<file path="config.mk">
export PLATFORM = sky130hd
export DESIGN_NAME = sprite_column_blit_collide_flat
export DESIGN_NICKNAME = d
export VERILOG_FILES = /design/src/rtl/scb_pkg.sv /design/src/rtl/scb_item_if.sv /design/src/rtl/scb_result_if.sv /design/src/rtl/scb_ram.sv /design/src/rtl/scb_ctrl.sv /design/src/rtl/scb_datapath.sv /design/src/rtl/sprite_column_blit_collide.sv /design/src/flat_wrapper.sv
export SDC_FILE = /design/constraint.sdc
export NUM_CORES = 2
export LEC_CHECK = 0
export BUFFER_PORTS_ARGS = -buffer_cell sky130_fd_sc_hd__buf_2
export CAP_MARGIN = 20
export CORE_ASPECT_RATIO = 0.5
export CORE_MARGIN = 10
export CORE_UTILIZATION = 25
export CTS_BUF_LIST = sky130_fd_sc_hd__clkbuf_16
export CTS_CLUSTER_SIZE = 10
export DETAILED_ROUTE_END_ITERATION = 8
export SYNTH_ARGS = -nofsm -noshare
export SYNTH_HDL_FRONTEND = slang
export SYNTH_SLANG_ARGS = --single-unit
</file>
<file path="constraint.sdc">
create_clock -name clk -period 11.05 [get_ports clk]
set_input_delay 2.21 -clock clk [delete_from_list [all_inputs] [get_ports clk]]
set_output_delay 2.21 -clock clk [all_outputs]
set_load 0.1 [all_outputs]
</file>
<file path="src/rtl/scb_pkg.sv">
// ----------------------------------------------------------------------------
// scb_pkg
// Shared types and constants for the sprite column blit block: action codes,
// sprite limits and the command/status bundles between controller and
// datapath.
// ----------------------------------------------------------------------------
`default_nettype none

package scb_pkg;

	// action codes carried on the item channel
	localparam logic [1:0] ACT_CLEAR = 2'd0;
	localparam logic [1:0] ACT_BLIT  = 2'd1;
	localparam logic [1:0] ACT_READ  = 2'd2;

	// tallest sprite column in pages, and sprite word width
	localparam int unsigned SPRITE_MAX_PAGES = 4;
	localparam int unsigned SPRITE_BITS      = 32;

	// controller -> datapath
	typedef struct packed {
		logic load;   // item transfer: latch item, start column read
		logic sweep;  // zero one frame column, advance sweep counter
		logic emit;   // write back blit, load result register
	} scb_cmd_t;

	// datapath -> controller
	typedef struct packed {
		logic sweep_last;  // sweep counter sits on the last column
	} scb_status_t;

endpackage

`default_nettype wire

</file>
<file path="src/rtl/scb_item_if.sv">
// ----------------------------------------------------------------------------
// scb_item_if
// Input item channel: valid/ready handshake with the action payload.
// ----------------------------------------------------------------------------
`default_nettype none

interface scb_item_if;
	logic               valid;
	logic               ready;
	logic [1:0]         action;
	logic signed [8:0]  column_x;
	logic [4:0]         bottom_y;
	logic [2:0]         height_pages;
	logic [31:0]        sprite_bits;
	logic               sprite_start;

	modport source (
		output valid, action, column_x, bottom_y, height_pages, sprite_bits,
		       sprite_start,
		input  ready
	);
	modport sink (
		input  valid, action, column_x, bottom_y, height_pages, sprite_bits,
		       sprite_start,
		output ready
	);
endinterface

`default_nettype wire

</file>
<file path="src/rtl/scb_result_if.sv">
// ----------------------------------------------------------------------------
// scb_result_if
// Result channel: valid/ready handshake with hit flags and read data.
// ----------------------------------------------------------------------------
`default_nettype none

interface scb_result_if;
	logic        valid;
	logic        ready;
	logic        column_hit;
	logic        sprite_hit;
	logic [31:0] read_bits;

	modport source (
		output valid, column_hit, sprite_hit, read_bits,
		input  ready
	);
	modport sink (
		input  valid, column_hit, sprite_hit, read_bits,
		output ready
	);
endinterface

`default_nettype wire

</file>
<file path="src/rtl/scb_ram.sv">
// ----------------------------------------------------------------------------
// scb_ram
// Generic simple dual-port RAM: one write port, one read port, read data
// registered and held while no read is issued.
// ----------------------------------------------------------------------------
`default_nettype none

module scb_ram #(
	parameter int unsigned WIDTH = 32,
	parameter int unsigned DEPTH = 128
) (
	input  wire logic                     clk,
	input  wire logic                     we,
	input  wire logic [$clog2(DEPTH)-1:0] waddr,
	input  wire logic [WIDTH-1:0]         wdata,
	input  wire logic                     re,
	input  wire logic [$clog2(DEPTH)-1:0] raddr,
	output logic      [WIDTH-1:0]         rdata
);

	logic [WIDTH-1:0] mem_q [DEPTH];

	always_ff @(posedge clk) begin
		if (we) begin
			mem_q[waddr] <= wdata;
		end
		if (re) begin
			rdata <= mem_q[raddr];
		end
	end

endmodule

`default_nettype wire

</file>
<file path="src/rtl/scb_ctrl.sv">
// ----------------------------------------------------------------------------
// scb_ctrl
// Controller: sequences the reset sweep, clear sweeps, the column
// read-modify-write of blits and reads, and owns the result valid flag.
// ----------------------------------------------------------------------------
`default_nettype none

module scb_ctrl (
	input  wire logic                clk,
	input  wire logic                arst_n,
	input  wire logic                item_valid,
	input  wire logic [1:0]          item_action,
	output logic                     item_ready,
	output logic                     result_valid,
	input  wire logic                result_ready,
	output scb_pkg::scb_cmd_t        cmd,
	input  wire scb_pkg::scb_status_t status
);
	import scb_pkg::*;

	typedef enum logic [3:0] {
		S_INIT  = 4'b0001,
		S_IDLE  = 4'b0010,
		S_CLEAR = 4'b0100,
		S_EMIT  = 4'b1000
	} state_t;

	state_t state_q, state_d;
	logic   result_valid_q;
	logic   slot_free;
	logic   xfer;

	// result slot frees when empty or taken this cycle
	assign slot_free = !result_valid_q || result_ready;
	assign item_ready = (state_q == S_IDLE);
	assign xfer       = item_valid && item_ready;
	assign result_valid = result_valid_q;

	// commands and next state
	always_comb begin
		state_d   = state_q;
		cmd.load  = 1'b0;
		cmd.sweep = 1'b0;
		cmd.emit  = 1'b0;
		unique case (state_q)
			S_INIT: begin
				cmd.sweep = 1'b1;
				if (status.sweep_last) state_d = S_IDLE;
			end
			S_IDLE: begin
				if (xfer) begin
					cmd.load = 1'b1;
					state_d  = (item_action == ACT_CLEAR) ? S_CLEAR : S_EMIT;
				end
			end
			S_CLEAR: begin
				cmd.sweep = 1'b1;
				if (status.sweep_last) state_d = S_EMIT;
			end
			S_EMIT: begin
				if (slot_free) begin
					cmd.emit = 1'b1;
					state_d  = S_IDLE;
				end
			end
			default: state_d = S_INIT;
		endcase
	end

	always_ff @(posedge clk or negedge arst_n) begin
		if (!arst_n) begin
			state_q        <= S_INIT;
			result_valid_q <= 1'b0;
		end else begin
			state_q <= state_d;
			if (cmd.emit) begin
				result_valid_q <= 1'b1;
			end else if (result_ready) begin
				result_valid_q <= 1'b0;
			end
		end
	end

endmodule

`default_nettype wire

</file>
<file path="src/rtl/scb_datapath.sv">
// ----------------------------------------------------------------------------
// scb_datapath
// Datapath: frame column store, sweep counter, sprite placement shifter,
// collision test, sticky hit flag and the result register.
// ----------------------------------------------------------------------------
`default_nettype none

module scb_datapath #(
	parameter int unsigned FRAME_WIDTH = 128,
	parameter int unsigned FRAME_PAGES = 4
) (
	input  wire logic                clk,
	input  wire logic                arst_n,
	input  wire scb_pkg::scb_cmd_t   cmd,
	output scb_pkg::scb_status_t     status,
	input  wire logic [1:0]          action,
	input  wire logic signed [8:0]   column_x,
	input  wire logic [4:0]          bottom_y,
	input  wire logic [2:0]          height_pages,
	input  wire logic [31:0]         sprite_bits,
	input  wire logic                sprite_start,
	output logic                     column_hit,
	output logic                     sprite_hit,
	output logic [31:0]              read_bits
);
	import scb_pkg::*;

	localparam int unsigned COL_BITS = FRAME_PAGES * 8;
	localparam int unsigned AW       = $clog2(FRAME_WIDTH);

	// latched item
	logic [1:0]          act_q;
	logic                in_frame_q;
	logic                start_q;
	logic [AW-1:0]       addr_q;
	logic [COL_BITS-1:0] placed_q;

	// sticky hit and sweep counter
	logic                acc_q;
	logic [AW-1:0]       sweep_q;

	// placement
	logic                in_frame;
	logic [2:0]          pages;
	logic [5:0]          nbits;
	logic [31:0]         keep_mask;
	logic [63:0]         ext;
	logic [7:0]          offset;
	logic [7:0]          neg_offset;
	logic [63:0]         shifted;

	// store access
	logic                ram_we;
	logic [AW-1:0]       ram_waddr;
	logic [COL_BITS-1:0] ram_wdata;
	logic [COL_BITS-1:0] old_col;
	logic                hit;
	logic                wr_back;

	// column range check on the signed x
	assign in_frame = !column_x[8] && ({24'd0, column_x[7:0]} < 32'(FRAME_WIDTH));

	// clamp height, mask sprite, shift to its frame rows
	always_comb begin
		if (height_pages == 3'd0) begin
			pages = 3'd0;
		end else if (height_pages > 3'(SPRITE_MAX_PAGES)) begin
			pages = 3'(SPRITE_MAX_PAGES);
		end else begin
			pages = height_pages;
		end
		nbits      = {pages, 3'b000};
		keep_mask  = 32'((33'd1 << nbits) - 33'd1);
		ext        = {32'd0, sprite_bits & keep_mask};
		offset     = 8'(COL_BITS) - {2'b00, nbits} - {3'b000, bottom_y};
		neg_offset = 8'd0 - offset;
		// negative offset pushes rows above the top and drops them
		shifted    = offset[7] ? (ext >> neg_offset[5:0]) : (ext << offset[5:0]);
	end

	always_ff @(posedge clk) begin
		if (cmd.load) begin
			act_q      <= action;
			in_frame_q <= in_frame;
			start_q    <= sprite_start;
			addr_q     <= AW'(column_x[7:0]);
			placed_q   <= shifted[COL_BITS-1:0];
		end
	end

	// collision and write-back
	assign hit     = (act_q == ACT_BLIT) && in_frame_q && ((old_col & placed_q) != '0);
	assign wr_back = cmd.emit && (act_q == ACT_BLIT) && in_frame_q;

	assign ram_we    = cmd.sweep || wr_back;
	assign ram_waddr = cmd.sweep ? sweep_q : addr_q;
	assign ram_wdata = cmd.sweep ? '0 : (old_col | placed_q);

	scb_ram #(
		.WIDTH (COL_BITS),
		.DEPTH (FRAME_WIDTH)
	) u_frame (
		.clk   (clk),
		.we    (ram_we),
		.waddr (ram_waddr),
		.wdata (ram_wdata),
		.re    (cmd.load),
		.raddr (AW'(column_x[7:0])),
		.rdata (old_col)
	);

	// sweep counter wraps to zero after the last column
	assign status.sweep_last = (sweep_q == AW'(FRAME_WIDTH - 1));

	always_ff @(posedge clk or negedge arst_n) begin
		if (!arst_n) begin
			sweep_q <= '0;
			acc_q   <= 1'b0;
		end else begin
			if (cmd.sweep) begin
				sweep_q <= status.sweep_last ? '0 : sweep_q + AW'(1);
			end
			if (cmd.emit && (act_q == ACT_BLIT)) begin
				acc_q <= (acc_q && !start_q) || hit;
			end
		end
	end

	// result register
	always_ff @(posedge clk) begin
		if (cmd.emit) begin
			column_hit <= hit;
			sprite_hit <= (act_q == ACT_BLIT) ? ((acc_q && !start_q) || hit) : acc_q;
			read_bits  <= ((act_q == ACT_READ) && in_frame_q) ? 32'(old_col) : 32'd0;
		end
	end

endmodule

`default_nettype wire

</file>
<file path="src/rtl/sprite_column_blit_collide.sv">
// ----------------------------------------------------------------------------
// sprite_column_blit_collide
// Page-organized monochrome frame store with OR-blit of sprite columns,
// collision reporting, column readback and whole-frame clear.
// ----------------------------------------------------------------------------
// Usage:
//   item   : valid/ready channel of actions (clear, blit, read) and their
//            operands. One item is taken at a time.
//   result : valid/ready channel, one result per item: column_hit,
//            sprite_hit and read_bits.
// Timing:
//   Blit and read: the column is read from the frame RAM on the transfer
//   edge. Once the result slot is free, a blit writes the modified column
//   back on the edge where the result register loads. The next item is not
//   taken until the result register has loaded.
//   Clear: one column zeroed per cycle over the whole frame, then the result
//   register loads once the result slot is free.
// Reset:
//   Reset clears the hit flag and starts a clearing pass over the frame RAM;
//   item.ready stays low until it finishes.
// Stall:
//   A result waits in its register while result.ready is low; one more item
//   is taken meanwhile and waits in the item latch until the slot frees.
// ----------------------------------------------------------------------------
`default_nettype none

module sprite_column_blit_collide #(
	parameter int unsigned FRAME_WIDTH = 128,
	parameter int unsigned FRAME_PAGES = 4
) (
	input wire logic  clk,
	input wire logic  arst_n,
	scb_item_if.sink  item,
	scb_result_if.source result
);
	import scb_pkg::*;

	scb_cmd_t    cmd;
	scb_status_t status;

	scb_ctrl u_ctrl (
		.clk          (clk),
		.arst_n       (arst_n),
		.item_valid   (item.valid),
		.item_action  (item.action),
		.item_ready   (item.ready),
		.result_valid (result.valid),
		.result_ready (result.ready),
		.cmd          (cmd),
		.status       (status)
	);

	scb_datapath #(
		.FRAME_WIDTH (FRAME_WIDTH),
		.FRAME_PAGES (FRAME_PAGES)
	) u_datapath (
		.clk          (clk),
		.arst_n       (arst_n),
		.cmd          (cmd),
		.status       (status),
		.action       (item.action),
		.column_x     (item.column_x),
		.bottom_y     (item.bottom_y),
		.height_pages (item.height_pages),
		.sprite_bits  (item.sprite_bits),
		.sprite_start (item.sprite_start),
		.column_hit   (result.column_hit),
		.sprite_hit   (result.sprite_hit),
		.read_bits    (result.read_bits)
	);

endmodule

`default_nettype wire

</file>
<file path="src/flat_wrapper.sv">
// flat-port wrapper written by rule: the top's interface ports become plain ports
module sprite_column_blit_collide_flat import scb_pkg::*;
#(
	parameter int unsigned FRAME_WIDTH = 128,
	parameter int unsigned FRAME_PAGES = 4
)
  (clk, arst_n, item_valid, item_action, item_column_x, item_bottom_y, item_height_pages, item_sprite_bits, item_sprite_start, item_ready, result_valid, result_column_hit, result_sprite_hit, result_read_bits, result_ready);
  scb_item_if item_i ();
  scb_result_if result_i ();
  input wire logic clk;
  input wire logic arst_n;
  input wire logic [$bits(item_i.valid)-1:0] item_valid;
  input wire logic [$bits(item_i.action)-1:0] item_action;
  input wire logic [$bits(item_i.column_x)-1:0] item_column_x;
  input wire logic [$bits(item_i.bottom_y)-1:0] item_bottom_y;
  input wire logic [$bits(item_i.height_pages)-1:0] item_height_pages;
  input wire logic [$bits(item_i.sprite_bits)-1:0] item_sprite_bits;
  input wire logic [$bits(item_i.sprite_start)-1:0] item_sprite_start;
  output wire logic [$bits(item_i.ready)-1:0] item_ready;
  output wire logic [$bits(result_i.valid)-1:0] result_valid;
  output wire logic [$bits(result_i.column_hit)-1:0] result_column_hit;
  output wire logic [$bits(result_i.sprite_hit)-1:0] result_sprite_hit;
  output wire logic [$bits(result_i.read_bits)-1:0] result_read_bits;
  input wire logic [$bits(result_i.ready)-1:0] result_ready;
  assign item_i.valid = item_valid;
  assign item_i.action = item_action;
  assign item_i.column_x = item_column_x;
  assign item_i.bottom_y = item_bottom_y;
  assign item_i.height_pages = item_height_pages;
  assign item_i.sprite_bits = item_sprite_bits;
  assign item_i.sprite_start = item_sprite_start;
  assign item_ready = item_i.ready;
  assign result_valid = result_i.valid;
  assign result_column_hit = result_i.column_hit;
  assign result_sprite_hit = result_i.sprite_hit;
  assign result_read_bits = result_i.read_bits;
  assign result_i.ready = result_ready;
  sprite_column_blit_collide #(.FRAME_WIDTH(FRAME_WIDTH), .FRAME_PAGES(FRAME_PAGES)) u_core (.clk(clk), .arst_n(arst_n), .item(item_i), .result(result_i));
endmodule
</file>
### Word-level counts from Yosys, hierarchy flattened

Memory sizes are Yosys's and may differ from the RTL's. A register that Yosys moved wholly into a read port is not among the register bits.
Index checks and enable logic that the tools add are counted.

* latch bits: 0
* memories: 1
* register bits after elaboration: 90
* bits in read-only memories: 0
* input port bits: 56
* output and inout port bits: 36
* memory bits (writable): 4096
* logic and storage cells: 79

* muxes and demuxes: 22
* $add $sub $neg: 5
* multiply operators: 0
* reduce and logical (&&, ||, !) cells: 20
* div/mod/pow operators: 0
* shift-type cells: 3
* $lt $le $gt $ge: 2
* bitwise logic cells: 3
* eq/ne operators: 11

Memories
* u_core.u_datapath.u_frame.mem_q: words 128, width 32, rd ports 1, clocked after memory_dff 1, write ports 1, RTL line scb_ram.sv:21 `logic [WIDTH-1:0] mem_q [DEPTH];`

Operators by type and width (number)
* AND 32 bit: 2
* 2-to-1 mux 32 bit: 2
* OR 32 bit: 1
* nonzero test 32 bit: 1
* left shift 1 x 6 -> 32 bit, first input constant: 1
* left shift 32 x 6 -> 32 bit: 1
* right shift 32 x 6 -> 32 bit: 1
* subtractor 32 x 1 -> 32 bit, second input constant: 1
* 2-to-1 mux 4 bit: 5
* case mux 4 bit (4 select lines): 1
* 2-to-1 mux 7 bit: 2
* 2-to-1 mux 1 bit: 10
* logical AND 1 bit: 8
* < comparator 8 bit, second input constant: 1
* subtractor 7 x 6 -> 8 bit: 1
* adder 7 x 1 -> 7 bit, second input constant: 1
* equality test 7 bit, second input constant: 1
* subtractor 6 x 6 -> 7 bit, first input constant: 1
* 2-to-1 mux 3 bit: 2
* != test 2 bit, second input constant: 3
* subtractor 1 x 6 -> 6 bit, first input constant: 1
* equality test 4 x 1 -> 1 bit, second input constant: 1
* equality test 4 x 2 -> 1 bit, second input constant: 1
* equality test 4 x 3 -> 1 bit, second input constant: 1
* other kinds (12): 16

### Longest topological paths before layout

* depth in word-level cells: 9
* mapped depth: 15
* depth with buffers taken out: 11

### Hierarchy

A second synthesis with hierarchy kept.

* cell total of the unflattened synthesis: 6860
* area, all modules: 164520.3 um^2

Modules (own cells, without submodules)
* scb_ram: area each 156596.4 um^2, seq. area each 123958.9 um^2, times used 1, cells each 5990
* scb_datapath: area each 7581.0 um^2, seq. area each 2512.4 um^2, times used 1, cells each 839
* scb_ctrl: area each 342.8 um^2, seq. area each 126.4 um^2, times used 1, cells each 31

### Worst setup path after synthesis

OpenSTA, ideal clock, no wires.

* path type: register to register
* start: register u_core.u_ctrl.state_q[0]
* end: memory u_core.u_datapath.u_frame.mem_q[0][13], data pin
* arrival: 4.527 ns
* clock period less this slack: 5.331 ns
* stages on the path, launching flop included: 8
* setup time: 0.804 ns
* path slack: 5.719 ns
* path buffers: 4
* data required time: 10.246 ns
* cells stage by stage: dfstp_2 > buf_2 > xnor2_1 > nor3_2 > buf_2 > clkbuf_1 > clkbuf_1 > nor2_1

* longest elaborated chain between the ends: 4
* elaborated cells on any way between the ends: 5
* those cells by class: 2 x eq/ne; 2 x mux; 1 x reduce/logical

Ends and longest elaborated chain
* start, declared: RTL line scb_ctrl.sv:28 `state_t state_q, state_d;`
* start signal, assigned: RTL line scb_ctrl.sv:75 `state_q <= state_d;`
* equality test 4 x 3 -> 1 bit / equality test 4 x 1 -> 1 bit (equally long branches): RTL line scb_ctrl.sv:45 `unique case (state_q)`
* OR reduction 2 bit (no source line) *
* 2-to-1 mux 1 bit *: RTL line scb_ctrl.sv:45
* 2-to-1 mux 32 bit *: RTL line scb_datapath.sv:97 `assign ram_wdata = cmd.sweep ? '0 : (old_col | placed_q);`
* via u_core.u_datapath.ram_wdata[13]: RTL line scb_datapath.sv:55 `logic [COL_BITS-1:0] ram_wdata;`
* end, declared: RTL line scb_ram.sv:21

The timed path passes the listed nets; every way through them passes the cells marked *.

### Worst setup path in the final report

* start: input port item_height_pages[2]
* end: register u_core.u_datapath.placed_q[5], data pin

* longest elaborated chain between the ends: 8
* elaborated cells on any way between the ends: 13
* those cells by class: 4 x add/sub; 1 x order compare; 3 x shift; 3 x mux; 1 x bitwise; 1 x reduce/logical

Ends and longest elaborated chain
* start, declared: RTL line flat_wrapper.sv:16 `input wire logic [$bits(item_i.height_pages)-1:0] item_height_pages;`
* greater-than comparator 3 bit: RTL line scb_datapath.sv:67 `end else if (height_pages > 3'(SPRITE_MAX_PAGES)) begin`
* 2-to-1 mux 3 bit: RTL line scb_datapath.sv:67
* 2-to-1 mux 3 bit *: RTL line scb_datapath.sv:65 `if (height_pages == 3'd0) begin`
* subtractor 6 x 6 -> 7 bit / left shift 1 x 6 -> 32 bit (equally long branches): RTL line scb_datapath.sv:75, scb_datapath.sv:73
* subtractor 7 x 6 -> 8 bit / subtractor 32 x 1 -> 32 bit (equally long branches): RTL line scb_datapath.sv:75, scb_datapath.sv:73
* subtractor 1 x 6 -> 6 bit / AND 32 bit (equally long branches): RTL line scb_datapath.sv:76, scb_datapath.sv:74
* right shift 32 x 6 -> 32 bit / left shift 32 x 6 -> 32 bit (equally long branches): RTL line scb_datapath.sv:78 `shifted = offset[7] ? (ext >> neg_offset[5:0]) : (ext << offset[5:0]);`
* 2-to-1 mux 32 bit *: RTL line scb_datapath.sv:78
* via u_core.u_datapath.shifted[5]: RTL line scb_datapath.sv:50 `logic [63:0] shifted;`
* end signal, assigned: RTL line scb_datapath.sv:87 `placed_q <= shifted[COL_BITS-1:0];`
* end, declared: RTL line scb_datapath.sv:36 `logic [COL_BITS-1:0] placed_q;`

Marked as above.
A chain may end at the register's enable or synchronous reset.

==> results.md <==
* Status: finished clean
* Static Leakage at 61.0 nW
* Seq/Total Area, Yosys at 76.8%
* First-pass GRT wire length at 639000 µm
* Crit path largest cell delay at 750 ps
* CP max FO at 26
* Starting Density at 25.1%
* CP endpoint kind: flop
* Clk_lat worst skew at 1000 ps
* Drt first pass iters at 6
* Most frequent cells in the layout: 4205 x edfxtp_1, 1134 x mux4_2, 469 x clkbuf_16, 407 x mux2i_1, 289 x buf_4
* Post-CTS Setup Inserts at 0
* Initial antenna violation count at 31
* Skew final at 83.7 ps
* Final setup violation count at 0
* Yosys reg bits at 4218
* Clock transition at path regs at 60 ps
* RSZ-0062 raised after global routing: no
* Share of cells above drive strength 1 at 29.2%
* VDD IR max at 0.130 mV
* Most used DFF post-synth: edfxtp_1
* Post-synth EDFFs at 4205
* Post-synthesis area per instance at 22.5 µm²
* Area of the core at 656000 µm²
* Worst Setup Path Type: in2reg
* Root buffer cell: clkbuf_16
* Power Density at 166 nW/µm²
* DR vias at 80.8k
* Slew Viols, Final at 0
* Vias in the first global route at 81.5k
* Critical path's slowest cell: a221oi_4
* HP Class: reg2reg
* Deepest clock path buffer count at 4
* Placer Congestion at 0.851
* Cts hold-fix bufs at 0
* Post-Syn Area at 165000 µm²
* Grt total ovfl at 0
* Worst path cell trace: buf_2 -> clkinv_1 -> nand2_1 -> inv_1 -> ha_1 -> and2_1 -> a221oi_4 -> xnor2_1 -> nand2b_1 -> a2111oi_0 -> a31oi_1 -> o221ai_1
* Clk sink count at 4218
* Remaining antenna violation count at 0
* I/O pin cnt at 92
* Total Routed Length at 459000 µm
* Critical Path AT at 6650 ps
* Distinct cells, synth at 93
* Die area at 694000 µm²
* Die width at 1170 µm
* GRT Total Usage at 12.6%
* Dpl hpwl at 256000 µm
* Worst setup SP type: input port
* Port bufs at 91
* Chip height at 594 µm
* Post-Syn Instances at 7323
* Worst path required time at 11880 ps
* Post-detailed-route wirelength per cell at 27.5 µm
* CTS tree: yes
* DRT iter0 DRCs at 11.3k
* H-tree Lvls at 5
* Post-Syn Nets at 7387
* Area grow syn2layout at 15.8%
* Period minus WS final at 5820 ps
* Post-Route Utilization at 29.1%
* Crit share post-route at 52.6%
* Endpoints failing hold at 0
* Ys Warns at 0
* DR vias/cell at 4.84
* Post-CTS Resized at 0
* Remaining DRCs at 0
* Max-Cap Viols at 0
* Setup tns final at 0 ps
* Nets at 7844
* Largest net degree at the start of global routing at 120
* Measured slew at the worst slew-check pin at 1240 ps
* Most common cell after layout, fill and taps aside: edfxtp_1
* Worst rel slew slack at 17.3%
* Setup ws final at 5230 ps
* Max Freq at 0.172 GHz
* Ys async rst share at 0.308%
* Core Rows at 210
* Pre-CTS setup slack at 4390 ps
* Clock buffer count from CTS at 463
[sequential cells by signal, summed over array words and instances, names as in the netlist, 2 cells and up]
register                         count
u_core.u_datapath.u_frame.mem_q   4096
u_core.u_datapath.addr_q             7
u_core.u_datapath.sweep_q            7
u_core.u_datapath.u_frame.rdata     32
u_core.u_datapath.read_bits         32
u_core.u_ctrl.state_q                4
u_core.u_datapath.placed_q          32
u_core.u_datapath.act_q              2
[final cells by class]
class | count | area, µm²
clock buffers | 469 | 11700
fillers | 63319 | 465000
diodes | 17 | 42.5
clock inverters | 84 | 614
well taps | 8798 | 11000
repair buffers | 422 | 3340
inverters | 16 | 60.1
multi-input cells | 2659 | 37600
flip-flops and latches | 4218 | 127000
[metal layers]
layer	vias up	global-route usage, %	share of wire [%]
met5	-	0	0.019
met4	14	4.81	3.9
met3	685	2.11	8.4
met2	4033	20.4	48
met1	44093	17.1	40
li1	31956	-	-
[cells in the mapped netlist, drive strengths merged, types with 3 or more instances]
cell / number / share of area [%]
or3b: 3 / 0.017
a21o: 4 / 0.018
buf: 201 / 0.64
ha: 8 / 0.061
or3: 7 / 0.027
mux2i: 409 / 2.5
o311ai: 3 / 0.016
a211o: 4 / 0.021
a211oi: 13 / 0.059
o211ai: 75 / 0.34
xnor2: 15 / 0.11
a221o: 5 / 0.030
edfxtp: 4205 / 77
nand3: 26 / 0.079
and2: 43 / 0.16
a31oi: 16 / 0.061
dfrtp: 12 / 0.18
clkbuf: 229 / 0.52
o21ai: 43 / 0.13
xor2: 4 / 0.026
and3: 4 / 0.015
mux2: 19 / 0.13
nand2: 112 / 0.25
mux4: 1136 / 16
nor3b: 5 / 0.023
nand2b: 24 / 0.091
nand3b: 8 / 0.044
a221oi: 6 / 0.046
o21a: 4 / 0.018
nor2: 259 / 0.63
inv: 15 / 0.034
a22o: 4 / 0.021
a21oi: 68 / 0.22
o22ai: 139 / 0.53
nor2b: 11 / 0.043
nor4: 37 / 0.14
or2: 19 / 0.072
o221ai: 8 / 0.042
a32oi: 4 / 0.021
nand4: 5 / 0.019
a22oi: 54 / 0.25
nor3: 24 / 0.076
[per-stage QoR]
| step | cells | hold WS (ps) | instance area [µm²] | total power (W) |
|---|---|---|---|---|
| final | 16683 | 518 | 191000 | 0.0317 |
| after CTS | 16655 | 519 | 191000 | 0.0319 |
| after global placement | 16079 | 487 | 178000 | 0.0188 |
| after global routing | 16667 | 555 | 191000 | 0.0326 |
| after detailed placement | 16102 | 503 | 178000 | 0.0188 |
| after floorplan | 7323 | 467 | 165000 | 0.0184 |
[kinds of logic (layout without fill, tap and decap cells)]
group | count (synthesis) | count (layout) | synth area share [%]
DFF | 4218 | 4218 | 76.8
AOI/OAI and AO/OA | 472 | 472 | 1.95
muxes | 1564 | 1564 | 18.1
and+or+nand+nor | 596 | 596 | 1.76
other | 0 | 17 | 0
buffers and inverters | 446 | 991 | 1.20
xor gates and xnor gates | 19 | 19 | 0.133
adders and majority gates | 8 | 8 | 0.0607
[worst max-delay path: cells and delay by family]
family,cells,cell delay (ps)
compound gates,4,1550
xor+xnor,1,480
fa+ha+maj,1,530
buf+inv,3,740
simple gates,3,1120
[power breakdown]
| group | internal, W | switching (W) |
|---|---|---|
| clock | 0.00745 | 0.00581 |
| combinational | 0.000403 | 0.000705 |
| sequential | 0.0173 | 0.0000000000000000000135 |
[path summary, 6_finish.rpt]
kind	slack, ps	to	from	cells past startpoint
worst min register to register	520	u_core.u_datapath.acc_q	u_core.u_datapath.acc_q	1
worst max-delay path	5230	u_core.u_datapath.placed_q[5]	item_height_pages[2]	12
min in group asynchronous	1150	u_core.u_ctrl.state_q[2]	arst_n	1
max in group asynchronous	9590	u_core.u_ctrl.state_q[0]	arst_n	1
worst min-delay path	520	u_core.u_datapath.acc_q	u_core.u_datapath.acc_q	1
worst max register to register	6670	u_core.u_datapath.u_frame.mem_q[64][12]	u_core.u_ctrl.state_q[2]	7
(Power assumes the default switching activity.)
